<file path="src/hw/rtl/qedl_pkg.sv">
// Shared types, constants and register indexes of the embedding dequantisation lookup core.
package qedl_pkg;

    localparam int MAX_ROWS       = 1024;
    localparam int MAX_ROW_LENGTH = 256;
    localparam int MIN_BLOCK      = 32;

    localparam int WEIGHT_DEPTH = MAX_ROWS * MAX_ROW_LENGTH;
    localparam int SCALE_DEPTH  = WEIGHT_DEPTH / MIN_BLOCK;
    localparam int WADDR_W      = $clog2(WEIGHT_DEPTH);
    localparam int SADDR_W      = $clog2(SCALE_DEPTH);

    localparam int CFG_IDX_W  = 3;
    localparam int CFG_DATA_W = 11;

    localparam logic [CFG_IDX_W-1:0] REG_ELEMENT_TYPE      = 3'd0;
    localparam logic [CFG_IDX_W-1:0] REG_QUANT_MODE        = 3'd1;
    localparam logic [CFG_IDX_W-1:0] REG_BLOCK_SIZE        = 3'd2;
    localparam logic [CFG_IDX_W-1:0] REG_ZERO_POINT_SHARED = 3'd3;
    localparam logic [CFG_IDX_W-1:0] REG_ROW_COUNT         = 3'd4;
    localparam logic [CFG_IDX_W-1:0] REG_ROW_LENGTH        = 3'd5;

    localparam int DIV_STEPS   = 9;
    localparam int QUEUE_DEPTH = 4;
    localparam int QPTR_W      = $clog2(QUEUE_DEPTH);

    typedef enum logic [1:0] {
        FN_WR_WEIGHT = 2'd0,
        FN_WR_SCALE  = 2'd1,
        FN_WR_ZP     = 2'd2,
        FN_LOOKUP    = 2'd3
    } func_t;

    typedef struct packed {
        logic        element_type;
        logic        quant_mode;
        logic [8:0]  block_len;
        logic        zero_point_shared;
        logic [10:0] row_count;
        logic [8:0]  row_length;
    } cfg_t;

    typedef struct packed {
        func_t              func;
        logic [WADDR_W-1:0] waddr;
        logic [SADDR_W-1:0] saddr;
        logic [SADDR_W-1:0] zaddr;
        logic [31:0]        wdata;
        logic               col_odd;
        logic               clamped;
    } qitem_t;

    typedef struct packed {
        logic empty;
        logic full;
        logic almost_full;
    } qstat_t;

endpackage

</file>
<file path="src/hw/rtl/qedl_queue.sv">
// Short queue between the front end and the back end.
module qedl_queue (
    input  logic             clk,
    input  logic             rst_n,
    input  logic             push,
    input  qedl_pkg::qitem_t din,
    input  logic             pop,
    output qedl_pkg::qitem_t dout,
    output qedl_pkg::qstat_t stat
);
    import qedl_pkg::*;

    qitem_t            mem_reg [QUEUE_DEPTH];
    logic [QPTR_W-1:0] wr_ptr_reg;
    logic [QPTR_W-1:0] rd_ptr_reg;
    logic [QPTR_W:0]   count_reg;
    logic              do_pop;

    assign do_pop = pop && (count_reg != '0);

    always_ff @(posedge clk or negedge rst_n)
    begin
        if (!rst_n)
        begin
            wr_ptr_reg <= '0;
            rd_ptr_reg <= '0;
            count_reg  <= '0;
        end
        else
        begin
            if (push)
            begin
                wr_ptr_reg <= wr_ptr_reg + 1'b1;
            end
            if (do_pop)
            begin
                rd_ptr_reg <= rd_ptr_reg + 1'b1;
            end
            count_reg <= count_reg + (QPTR_W+1)'(push) - (QPTR_W+1)'(do_pop);
        end
    end

    always_ff @(posedge clk)
    begin
        if (push)
        begin
            mem_reg[wr_ptr_reg] <= din;
        end
    end

    assign dout             = mem_reg[rd_ptr_reg];
    assign stat.empty       = (count_reg == '0);
    assign stat.full        = (count_reg == (QPTR_W+1)'(QUEUE_DEPTH));
    assign stat.almost_full = (count_reg >= (QPTR_W+1)'(QUEUE_DEPTH / 2));
endmodule

</file>
<file path="config.mk">
export PLATFORM = sky130hd
export DESIGN_NAME = qedl_queue
export DESIGN_NICKNAME = d
export VERILOG_FILES = /design/src/hw/rtl/qedl_pkg.sv /design/src/hw/rtl/qedl_queue.sv
export SDC_FILE = /design/constraint.sdc
export NUM_CORES = 1
export LEC_CHECK = 0
export BUFFER_PORTS_ARGS = -buffer_cell sky130_fd_sc_hd__clkbuf_2
export CAP_MARGIN = 20
export CORE_MARGIN = 3
export CORE_UTILIZATION = 30
export CTS_CLUSTER_DIAMETER = 40
export DETAILED_ROUTE_END_ITERATION = 7
export GPL_ROUTABILITY_DRIVEN = 0
export PLACE_DENSITY = 0.49
export SLEW_MARGIN = 20
export SYNTH_ARGS = -nofsm -noshare
export SYNTH_HDL_FRONTEND = slang
export SYNTH_SLANG_ARGS = --single-unit
export TNS_END_PERCENT = 1
</file>
<file path="constraint.sdc">
create_clock -name clk -period 4.2 [get_ports clk]
set_clock_uncertainty 0.2 [all_clocks]
set_input_delay 0.21 -clock clk [delete_from_list [all_inputs] [get_ports clk]]
set_output_delay 0.21 -clock clk [all_outputs]
set_load 0.01 [all_outputs]
</file>
Word-level counts from Yosys, hierarchy flattened
Memory sizes are Yosys's and may differ from the RTL's.
Index checks and enable logic that the tools add are counted.
Widths: inputs -> output; s select.
{ "word_totals": {"inputBits": 84, "out_inout_bits": 83, "word_cells": 15, "register_bits": 7, "mem_count": 1, "ram_bits": 320} }
{ "op_classes": {"muxes": 2, "magnitude_cmp": 1, "n_reduce_logical": 3, "add_sub_neg": 4, "eq_ne": 1} }
{ "memory_table": {"columns": ["memory", "depth", "width", "rd", "rd_ports_with_merged_regs", "wr", "line", "source"], "rows": [
  ["mem_reg", 4, 80, 1, 0, 1, "qedl_queue.sv:13", "qitem_t mem_reg [QUEUE_DEPTH];"]
]} }
{ "ops": {"columns": ["operator", "n"], "rows": [
  ["$add 2x1->2 const B", 2],
  ["$add 3x1->3", 1],
  ["$eq 3x3->1 const B", 1],
  ["$ge 3x2->1 const B", 1],
  ["$logic_not 3->1", 1],
  ["$reduce_bool 3->1", 1],
  ["$sub 3x1->3", 1],
  ["$mux 1", 2],
  ["$logic_and 1x1->1", 1]
]} }

Logic depth before layout (Yosys ltp)
{ "depth": {"ltp_word": 3, "depth_mapped": 8, "depth_no_buf": 8} }

Worst setup path before layout
Ideal clock, no wire load.
{ "synth_timing": {"path_type": "register to register", "start": "register wr_ptr_reg[0]", "end": "memory mem_reg[0][0] (netlist bit) (enable)", "synth_period_minus_slack_ps": 3131, "setup_slack_ps": 1069, "n_path_buf": 0, "setup_time_ps": 447, "arrival_time_ps": 2484, "required_ps": 3553, "stages_incl_launch_ff": 4, "path_cell_list": "dfrtp_1 inv_1 ha_1 and2_1"} }
{ "synth_rtl": {"columns": ["item", "line", "source"], "rows": [
  ["from (decl)", "qedl_queue.sv:14", "logic [QPTR_W-1:0] wr_ptr_reg;"],
  ["from (signal assigned)", "qedl_queue.sv:33", "wr_ptr_reg <= wr_ptr_reg + 1'b1;"],
  ["to (decl)", "qedl_queue.sv:13", null]
]} }
No word-level cell before the write port.

==> metrics.md <==
| Metric | Value |
|---|---|
| RSZ-0062 raised after global routing | `no` |
| Clock buffer depth | `3` |
| Clock latency on the worst-skew pair | `between 0.5 and 0.6 ns` |
| Count of final setup violators | `0` |
| Worst setup SP type | `flip-flop` |
| Routed vias | `roughly 5.8k` |
| Vias in the first global route | `6,436` |
| Ports | `167` |
| Clock root cell | `clkbuf_16` |
| Yosys warns | `0` |
| Vias per cell | `between 4 and 5` |
| Crit-path leading delay family | `flip-flops` |
| Largest net degree at the start of global routing | `67` |
| Cell area after synthesis | `12,000 um2` |
| Final Net Count | `between 800 and 900` |
| First-pass GRT wire length | `roughly 38,000 um` |
| First drt pass iteration count | `4` |
| FILL cells | `about 3.5k` |
| Routed length per instance | `19.2 um` |
| Row count | `slightly above 70` |
| Crit. End Element | `output port` |
| Worst vdd ir | `~0.31 mV` |
| Max-cap violations | `0` |
| 1st-iter DRT viols | `~240` |
| CTS tree | `built` |
| Max reg flops | `320` |
| Syn nets | `549` |
| Status | `completed` |
| Max stage delay cell, worst path | `dfrtp_4` |
| Endpoints failing hold | `0` |
| PD cells | `between 700 and 800 nW/um2` |
| Fmax | `between 300 and 400 MHz` |
| Remaining Overflow, GRT | `0` |
| IO buf count | `approximately 170` |
| Largest stage delay, worst path | `0.72 ns` |
| Library cells used by synthesis | `19` |
| Slew of the pin with the lowest slew margin | `around 0.79 ns` |
| Core area | `~39,000 um2` |
| # DRC | `0` |
| TritonCTS Buffers | `43` |
| Die area | `42,600 um2` |
| CP max FO | `22` |
| Post-CTS setup buffer count | `0` |
| CP Cell Sequence | `buf_4 > mux4_2 > clkbuf_2` |
| Period minus WS final | `slightly below 3 ns` |
| Crit path kind | `reg2out` |
| CTS Sinks | `~330` |
| Seq/Total Area, Yosys | `0.812` |
| Htree depth | `2` |
| Post-route ant nets | `0` |
| Relative slew slack | `0.472` |
| Synthesized area per cell | `26.4 um2` |
| WP data required | `~3.8 ns` |
| Initial antenna violation count | `1` |
| Synthesized flop and latch total | `~330` |
| Final TNS setup | `0 ns` |
| Total GRT Usage | `0.120` |
| DIE HEIGHT | `206 um` |
| Final worst-path cycle share | `0.689` |
| Layout cells sized above 1 | `0.427` |
| Die X-Extent | `between 200 and 250 um` |
| Clk slew on worst S/H paths | `about 0.060 ns` |
| Area growth syn-to-layout | `31.6%` |
| LEAKAGE | `about 5.6 nW` |
| Worst min path class | `in2reg` |
| Critical path data arrival time | `between 2 and 2.5 ns` |
| Drt total wl | `roughly 25,000 um` |
| Initial Util | `0.307` |
| Final Power | `approximately 11 mW` |
| Commonest non-fill, non-tap cell in the layout | `edfxtp_1` |
| Post-DP HPWL | `15,000 um` |
| Most frequent cells in the layout | `edfxtp_1 (320), clkbuf_2 (166), dlygate4sd3_1 (84)` |
| Pins Over Slew Limit | `0` |
| Synth Instances | `457` |
| Worst Path Buf+Inv | `2` |
[routing by layer]
| metal | GRT usage | vias to the layer above | part of all wire |
|---|---|---|---|
| li1 | - | 2558 | - |
| met1 | 0.153 | 3003 | 0.43 |
| met2 | 0.199 | 164 | 0.50 |
| met3 | 0.0280 | 52 | 0.050 |
| met4 | 0.0482 | 0 | 0.027 |
| met5 | 0 | - | 0 |
[cell type report]
class	count	area, um2	share of cell area
flip-flops and latches	327	9790	0.617
multi-input cells	103	2030	0.128
repair buffers	265	1840	0.116
clock buffers	48	1140	0.0717
well taps	518	648	0.0409
clock inverters	31	385	0.0243
inverters	9	33.8	0.00213
diodes	1	2.50	0.000158
[where the power goes]
group,internal (mW),switching (mW)
registers,4.27,0.293
clock network,2.46,1.35
logic,1.36,1.52
total,8.10,3.16
[worst paths after layout]
kind                            cells past startpoint  slack [ns]     startpoint             end
worst max-delay path                                3        1.31  rd_ptr_reg[0]        dout[33]
worst min-delay path                                2        0.23        din[71]  mem_reg[1][71]
worst max register to register                      8        1.83   count_reg[1]    count_reg[2]
worst min register to register                      1        0.34  wr_ptr_reg[0]   wr_ptr_reg[0]
max in group asynchronous                           3        3.07          rst_n   rd_ptr_reg[1]
min in group asynchronous                           3        0.45          rst_n    count_reg[0]
[synthesized netlist by cell type (all sizes together)]
| master | number | share of area |
|---|---|---|
| o311ai | 1 | 0.00073 |
| ha | 7 | 0.0073 |
| mux4 | 80 | 0.15 |
| nor3 | 2 | 0.00083 |
| nand2 | 1 | 0.00031 |
| o21ai | 1 | 0.00041 |
| edfxtp | 320 | 0.80 |
| xor2 | 2 | 0.0015 |
| dfrtp | 7 | 0.015 |
| o31ai | 2 | 0.0012 |
| buf | 17 | 0.018 |
| fa | 1 | 0.0017 |
| clkbuf | 1 | 0.00031 |
| inv | 9 | 0.0028 |
| xnor2 | 2 | 0.0015 |
| and2 | 4 | 0.0021 |
[metrics by stage]
stage	utilization	cells	hold WS, ns	instance area (um2)	worst slack, ns
4_1_cts	0.403	1299	0.184	15800	1.16
3_5_place_dp	0.343	1136	-0.140	13400	1.71
3_3_place_gp	0.343	1136	-0.144	13400	1.76
2_1_floorplan	-	457	-0.286	12000	1.07
5_1_grt	0.405	1302	0.222	15900	1.11
6_report	0.405	1302	0.233	15900	1.31
[cells by family after synthesis]
| logic type | count (synthesis) | share of synthesized area |
|---|---|---|
| and+or+nand+nor | 7 | 0.00322 |
| adders and majority gates | 8 | 0.00893 |
| muxes | 80 | 0.150 |
| xor gates and xnor gates | 4 | 0.00291 |
| buffers and inverters | 27 | 0.0207 |
| DFF | 327 | 0.812 |
| AOI/OAI and AO/OA | 4 | 0.00239 |
[what timing repair did]
item | in CTS | in global routing
gates resized for setup | 0 | 0
hold buffers | 84 | 0
endpoints found under the hold margin | 332 | 0
Note: power is estimated with default switching activity, not from simulation.
