### src/hw/rtl/qedl_pkg.sv
// Shared types, constants and register indexes of the embedding dequantisation lookup core.
package qedl_pkg;

    localparam int MAX_ROWS       = 1024;
    localparam int MAX_ROW_LENGTH = 256;
    localparam int MIN_BLOCK      = 32;

    localparam int WEIGHT_DEPTH = MAX_ROWS * MAX_ROW_LENGTH;
    localparam int SCALE_DEPTH  = WEIGHT_DEPTH / MIN_BLOCK;
    localparam int WADDR_W      = $clog2(WEIGHT_DEPTH);
    localparam int SADDR_W      = $clog2(SCALE_DEPTH);

    localparam int CFG_IDX_W  = 3;
    localparam int CFG_DATA_W = 11;

    localparam logic [CFG_IDX_W-1:0] REG_ELEMENT_TYPE      = 3'd0;
    localparam logic [CFG_IDX_W-1:0] REG_QUANT_MODE        = 3'd1;
    localparam logic [CFG_IDX_W-1:0] REG_BLOCK_SIZE        = 3'd2;
    localparam logic [CFG_IDX_W-1:0] REG_ZERO_POINT_SHARED = 3'd3;
    localparam logic [CFG_IDX_W-1:0] REG_ROW_COUNT         = 3'd4;
    localparam logic [CFG_IDX_W-1:0] REG_ROW_LENGTH        = 3'd5;

    localparam int DIV_STEPS   = 9;
    localparam int QUEUE_DEPTH = 4;
    localparam int QPTR_W      = $clog2(QUEUE_DEPTH);

    typedef enum logic [1:0] {
        FN_WR_WEIGHT = 2'd0,
        FN_WR_SCALE  = 2'd1,
        FN_WR_ZP     = 2'd2,
        FN_LOOKUP    = 2'd3
    } func_t;

    typedef struct packed {
        logic        element_type;
        logic        quant_mode;
        logic [8:0]  block_len;
        logic        zero_point_shared;
        logic [10:0] row_count;
        logic [8:0]  row_length;
    } cfg_t;

    typedef struct packed {
        func_t              func;
        logic [WADDR_W-1:0] waddr;
        logic [SADDR_W-1:0] saddr;
        logic [SADDR_W-1:0] zaddr;
        logic [31:0]        wdata;
        logic               col_odd;
        logic               clamped;
    } qitem_t;

    typedef struct packed {
        logic empty;
        logic full;
        logic almost_full;
    } qstat_t;

endpackage

### src/hw/rtl/qedl_front.sv
// Front end: accepts items, clamps the token, divides by the block size and forms store addresses.
module qedl_front (
    input  logic                             clk,
    input  logic                             rst_n,
    input  qedl_pkg::cfg_t                   cfg,
    input  logic                             take,
    input  logic [1:0]                       func,
    input  logic [17:0]                      address,
    input  logic [31:0]                      write_data,
    input  logic signed [31:0]               token,
    input  logic [7:0]                       column,
    output logic                             push,
    output qedl_pkg::qitem_t                 item
);
    import qedl_pkg::*;

    typedef struct packed {
        func_t       func;
        logic [17:0] address;
        logic [31:0] wdata;
        logic [10:0] row;
        logic [7:0]  col;
        logic        clamped;
        logic [19:0] wbase;
        logic [8:0]  num_col;
        logic [8:0]  rem_col;
        logic [8:0]  num_len;
        logic [8:0]  rem_len;
    } stage_t;

    stage_t             stg_reg  [DIV_STEPS+1];
    stage_t             stg_next [DIV_STEPS+1];
    logic [DIV_STEPS:0] vld_reg;
    qitem_t             item_reg;
    logic               push_reg;
    logic [8:0]         divisor;
    logic               token_bad;
    logic [8:0]         len_mul;

    function automatic stage_t div_step(input stage_t s, input logic [8:0] d);
        stage_t     t;
        logic [9:0] rc;
        logic [9:0] rl;
        t  = s;
        rc = {s.rem_col, s.num_col[8]};
        t.num_col = {s.num_col[7:0], 1'b0};
        if (rc >= {1'b0, d})
        begin
            rc = rc - {1'b0, d};
            t.num_col[0] = 1'b1;
        end
        t.rem_col = rc[8:0];
        rl = {s.rem_len, s.num_len[8]};
        t.num_len = {s.num_len[7:0], 1'b0};
        if (rl >= {1'b0, d})
        begin
            rl = rl - {1'b0, d};
            t.num_len[0] = 1'b1;
        end
        t.rem_len = rl[8:0];
        return t;
    endfunction

    function automatic qitem_t item_next();
        qitem_t             q;
        stage_t             s;
        logic [19:0]        blk;
        logic [SADDR_W-1:0] slot;
        logic [7:0]         off;
        s    = stg_reg[DIV_STEPS];
        blk  = 20'(s.row) * 20'(s.num_len) + 20'(s.num_col);
        slot = cfg.quant_mode ? SADDR_W'(blk) : SADDR_W'(s.row);
        off  = cfg.element_type ? s.col : {1'b0, s.col[7:1]};
        q.func    = s.func;
        q.waddr   = (s.func == FN_WR_WEIGHT) ? WADDR_W'(s.address)
                                             : WADDR_W'({1'b0, s.wbase} + 21'(off));
        q.saddr   = (s.func == FN_WR_SCALE) ? SADDR_W'(s.address) : slot;
        q.zaddr   = (s.func == FN_WR_ZP) ? SADDR_W'(s.address)
                                         : (cfg.zero_point_shared ? '0 : slot);
        q.wdata   = s.wdata;
        q.col_odd = s.col[0];
        q.clamped = s.clamped;
        return q;
    endfunction

    assign divisor   = (cfg.block_len == 9'd0) ? 9'd1 : cfg.block_len;
    assign token_bad = token[31] || (token[30:0] >= 31'(cfg.row_count));
    assign len_mul   = cfg.element_type ? cfg.row_length : {1'b0, cfg.row_length[8:1]};

    always_comb
    begin
        stg_next[0]         = stg_reg[0];
        stg_next[0].func    = func_t'(func);
        stg_next[0].address = address;
        stg_next[0].wdata   = write_data;
        stg_next[0].row     = token_bad ? 11'd0 : token[10:0];
        stg_next[0].col     = column;
        stg_next[0].clamped = token_bad;
        stg_next[0].wbase   = '0;
        stg_next[0].num_col = {1'b0, column};
        stg_next[0].rem_col = '0;
        stg_next[0].num_len = cfg.row_length;
        stg_next[0].rem_len = '0;
        for (int k = 1; k <= DIV_STEPS; k++)
        begin
            stg_next[k] = div_step(stg_reg[k-1], divisor);
        end
        stg_next[1].wbase = 20'(stg_reg[0].row) * 20'(len_mul);
    end

    always_ff @(posedge clk or negedge rst_n)
    begin
        if (!rst_n)
        begin
            vld_reg  <= '0;
            push_reg <= 1'b0;
        end
        else
        begin
            vld_reg  <= {vld_reg[DIV_STEPS-1:0], take};
            push_reg <= vld_reg[DIV_STEPS];
        end
    end

    always_ff @(posedge clk)
    begin
        for (int k = 0; k <= DIV_STEPS; k++)
        begin
            stg_reg[k] <= stg_next[k];
        end
        item_reg <= item_next();
    end

    assign push = push_reg;
    assign item = item_reg;
endmodule

### config.mk
export PLATFORM = sky130hd
export DESIGN_NAME = qedl_front
export DESIGN_NICKNAME = d
export VERILOG_FILES = /design/src/hw/rtl/qedl_pkg.sv /design/src/hw/rtl/qedl_front.sv
export SDC_FILE = /design/constraint.sdc
export NUM_CORES = 2
export LEC_CHECK = 0
export ABC_AREA = 1
export CAP_MARGIN = 10
export CORE_UTILIZATION = 40
export CTS_CLUSTER_DIAMETER = 200
export DETAILED_ROUTE_END_ITERATION = 7
export DONT_BUFFER_PORTS = 1
export PLACE_DENSITY = 0.65
export SYNTH_ARGS = -nofsm -noshare
export SYNTH_HDL_FRONTEND = slang
export SYNTH_SLANG_ARGS = --single-unit
### constraint.sdc
create_clock -name clk -period 4.6 [get_ports clk]
set_input_delay 0.23 -clock clk [delete_from_list [all_inputs] [get_ports clk]]
set_output_delay 0.23 -clock clk [all_outputs]
set_load 0.03 [all_outputs]
# After elaboration in Yosys (flattened, before gate mapping)
# Memories as Yosys holds them, arrays and structs flattened.
# Cells that the tools add are included.
# totals
ramBits	1280
memories	1
register_bits	91
wordCells	101
inputBits	127
# mem_list
memory	depth	width	read_ports	rd_ports_with_merged_regs	wr	line	text
stg_reg	10	128	10	0	10	qedl_front.sv:31	stage_t stg_reg [DIV_STEPS+1];
# classes
magnitude_cmp	19
n_addsub	20
reduce_logical	3
n_mux	45
eq_ne	2
mul	2
# op_table
cell	count
$ge 10x9->1	18
$mux 9	20
$sub 9x9->9	18
$mux 13	4
$ge 31x11->1	1
$mul 11x9->20	1
$add 18x8->18	1
$mux 1	18
$mux 18	1
$add 13x9->13	1
$mul 11x9->13	1
$mux 11	1
$logic_not 9->1	1
$mux 8	1
$eq 2x1->1 const B	1
$eq 2x2->1 const B	1
$logic_not 2->1	1
$logic_or 1x1->1	1

# Logic depth before layout (Yosys ltp)
# An unclocked memory read counts as a cell.
# depth
ltp_word	6
ltp_mapped	25
mapped_depth_nobuf	24

# Worst setup path after synthesis
# Ideal clock, no wire load.
# synth_path
path_type	reg-to-reg
start	memory stg_reg[9][11] (netlist bit)
end	register item_reg (netlist bit item[55])
period_less_slack_ps	4636
required_time_ps	4464
stages_incl_launch_ff	22
t_arrival_ps	4500
n_path_buf	1
setup_ps	136
slack_ps	-36
path_cell_list	dfxtp_1 clkbuf_1 nand2_1 fa_1 inv_1 fa_1 inv_1 fa_1 inv_1 fa_1 inv_1 fa_1 inv_1 ha_1 nand2_1 nand2_1 o21bai_1 a21oi_1 xor2_1 nand2_1 o21ai_0 o21ai_0
# synth_lines
element	line	text
from (decl)	qedl_front.sv:31	
to (signal assigned)	qedl_front.sv:131	item_reg <= item_next();
to (decl)	qedl_front.sv:34	qitem_t item_reg;

==> impl_results.md <==
- Initial antenna violation count: 4
- Core Area: 98,710 um^2
- Fin crit period: 4.421 ns
- Final hold slack: -0.3104 ns
- Count leader, synth: dfxtp_1
- Wirelength per Cell: 14.30 um
- RSZ-0062 raised after global routing: yes
- Area leader, netlist: dfxtp_1
- Yosys cell types: 51
- H-tree levels: 3
- Fin crit share: 0.9611
- Final design instance area without fill: 47,160 um^2
- Row Count: 115
- Clk_skew: 0.06086 ns
- Synth area leaders: dfxtp_1, ha_1, fa_1
- Post-synth EDFFs: 0
- Largest register FFs: 1,161
- Root Buffer: clkbuf_16
- Async set-or-reset flop fraction in the synthesized netlist: 0.008786
- Mapped Cells: 3,504
- Post-synthesis register bit count: 1,252
- Clock latency on the worst-skew pair: 0.70 ns
- Post-synth top cells: dfxtp_1, nand2_1, inv_1
- Worst path required time: 5.18 ns
- Die ar.: 101,300 um^2
- DP Area: 41,740 um^2
- Main synth FF type: dfxtp_1
- Final hold violation count: 16
- Syn avg cell area: 11.42 um^2
- Drt first pass iters: 6
- Port bufs: 0
- Cell Area, Synth: 40,020 um^2
- GP Congestion: 0.8835
- Gr usage total: 0.1470
- Lkg Pwr: 21.02 nW
- Sequential fraction of the synthesis area: 0.6277
- Cell Pwr Density: 541.2 nW/um^2
- CP startpoint kind: flop
- Final TNS setup: 0 ns
- Area delta synth->final: 17.84%
- Height of the die: 318.3 um
- Failing checks: negative hold slack
- Vias in the first global route: 23.38k
- Worst min path class: input pin to flop
- DP HPWL: 52.47 mm
- Largest net degree at the start of global routing: 23
- Outcome: complete, but fails checks
- Yosys top cell area share: 0.6208
- Crit path DAT: 5.00 ns
- Antenna viol nets, final: 0
- DRC: 0
- Worst VDD drop: 396.3 uV
- DR vias: 22.89k
- Final setup viols: 0
- Num CTS Buffers: 117
- Post-Syn Nets: 3,991
- Initial Util: 0.4054
- GR Overflow Total: 0
- Max-Cap Viols: 0
- Crit path kind: flop to flop
- Routed WL: 73.51 mm
- Layout cell share with drive strength beyond 1: 0.1139
- CTS tree: yes
- # IOs: 208
- Die Wd: 318.3 um
- CP max FO: 4
- Crit end category: flop
- FMAX: 0.2262 GHz
- Fin. max-slew vios: 0
- Clock net sink count: 1,252
- Max Root-Sink Buffers: 3
- Final nets: 4,235
- Global-route wire length before repair: 118.8 mm
- Initial DRC Count: 1,250
- Slew headroom: 0.2067
- Worst-path clk slew: 0.06 ns
- Yosys warning count: 0
- Worst-Margin Slew: 1.189 ns
- Vias per std cell: 4.454
## placed cells by master, fill, tap and decap left out, drive strengths merged, types with 8 or more instances in the layout
master       instances
buf                 61
nand3               76
xor2                47
o221ai              13
o21ai               98
nand2              500
nand4               26
inv                389
dfrtp               11
dfxtp             1241
bufinv               9
o211ai              30
xnor2               81
nor2               237
nand3b               8
clkinv              37
dlygate4sd3        110
nor3                19
nor4                 8
fa                 128
ha                 232
a31oi               12
a21oi              259
a211oi              17
clkbuf             160
## per-stage QoR
stage,power (W),setup WS (ns),instances,util,hold slack [ns]
after CTS,0.02579,-0.01355,5130,0.4757,-0.3620
final,0.02552,0.1788,5139,0.4777,-0.3104
after floorplan,0.01517,0.0004308,3504,-,-0.06559
after global routing,0.02684,-0.03133,5138,0.4777,-0.3396
after detailed placement,0.01588,-0.05303,4801,0.4229,-0.06528
after global placement,0.01581,0.01942,4801,0.4229,-0.06528
## timing repair
item	4_1_cts	5_1_grt
hold endpoints to repair	161	17
setup endpoints to repair	5	19
hold buffers	111	1
pin swaps	0	10
buffers inserted	0	3
resized for setup	5	46
## final cells by class
cell class / count / area (um^2)
clock inverters: 58 / 765.7
diodes: 5 / 12.51
multi-input cells: 1821 / 13270
repair buffers: 172 / 1607
inverters: 384 / 1441
flip-flops and latches: 1252 / 25130
well taps: 1287 / 1610
clock buffers: 160 / 3321
fillers: 8721 / 51550
## power breakdown
group | total (W) | internal (W) | switching, W
combinational | 0.00353 | 0.00146 | 0.00207
clock | 0.00975 | 0.00565 | 0.00410
sequential | 0.0122 | 0.0117 | 0.000494
total | 0.0255 | 0.0189 | 0.00667
## kinds of logic after synthesis
logic type / synth area share
flops: 0.6277
simple gates: 0.09208
compound gates: 0.07154
buf+inv: 0.04387
fa+ha+maj: 0.1366
xor+xnor: 0.02820
## path summary, 6_finish.rpt
check | start | endpoint | slack [ns] | cells after the start
worst max-delay path | stg_reg[9][11] | item[42] | 0.18 | 20
worst min-delay path | cfg[30] | item[46] | -0.31 | 2
worst max register to register | stg_reg[9][11] | item[42] | 0.18 | 20
worst min register to register | stg_reg[3][42] | stg_reg[4][42] | 0.26 | 0
max in group asynchronous | rst_n | vld_reg[9] | 3.79 | 2
min in group asynchronous | rst_n | vld_reg[3] | 0.47 | 2
## metal layers
layer,wire [um],track usage
met1,31720,0.1762
met2,35770,0.2570
met3,3342,0.02747
met4,2680,0.06194
met5,0,0
## worst max-delay path, stage by stage (launching register included)
cell and delay, ns:
dfxtp_2 0.35, nand2_1 0.09, fa_1 0.54, inv_1 0.05, fa_1 0.49, inv_1 0.05, fa_1 0.49, inv_1 0.06
fa_1 0.53, inv_1 0.05, fa_1 0.49, inv_1 0.07, ha_4 0.26, nand2_2 0.06, nand2_2 0.06, o21bai_4 0.17
a21oi_2 0.12, xor2_1 0.16, nand2_1 0.08, o21ai_2 0.07, o21ai_1 0.08
Note: power is estimated with default switching activity, not from simulation.
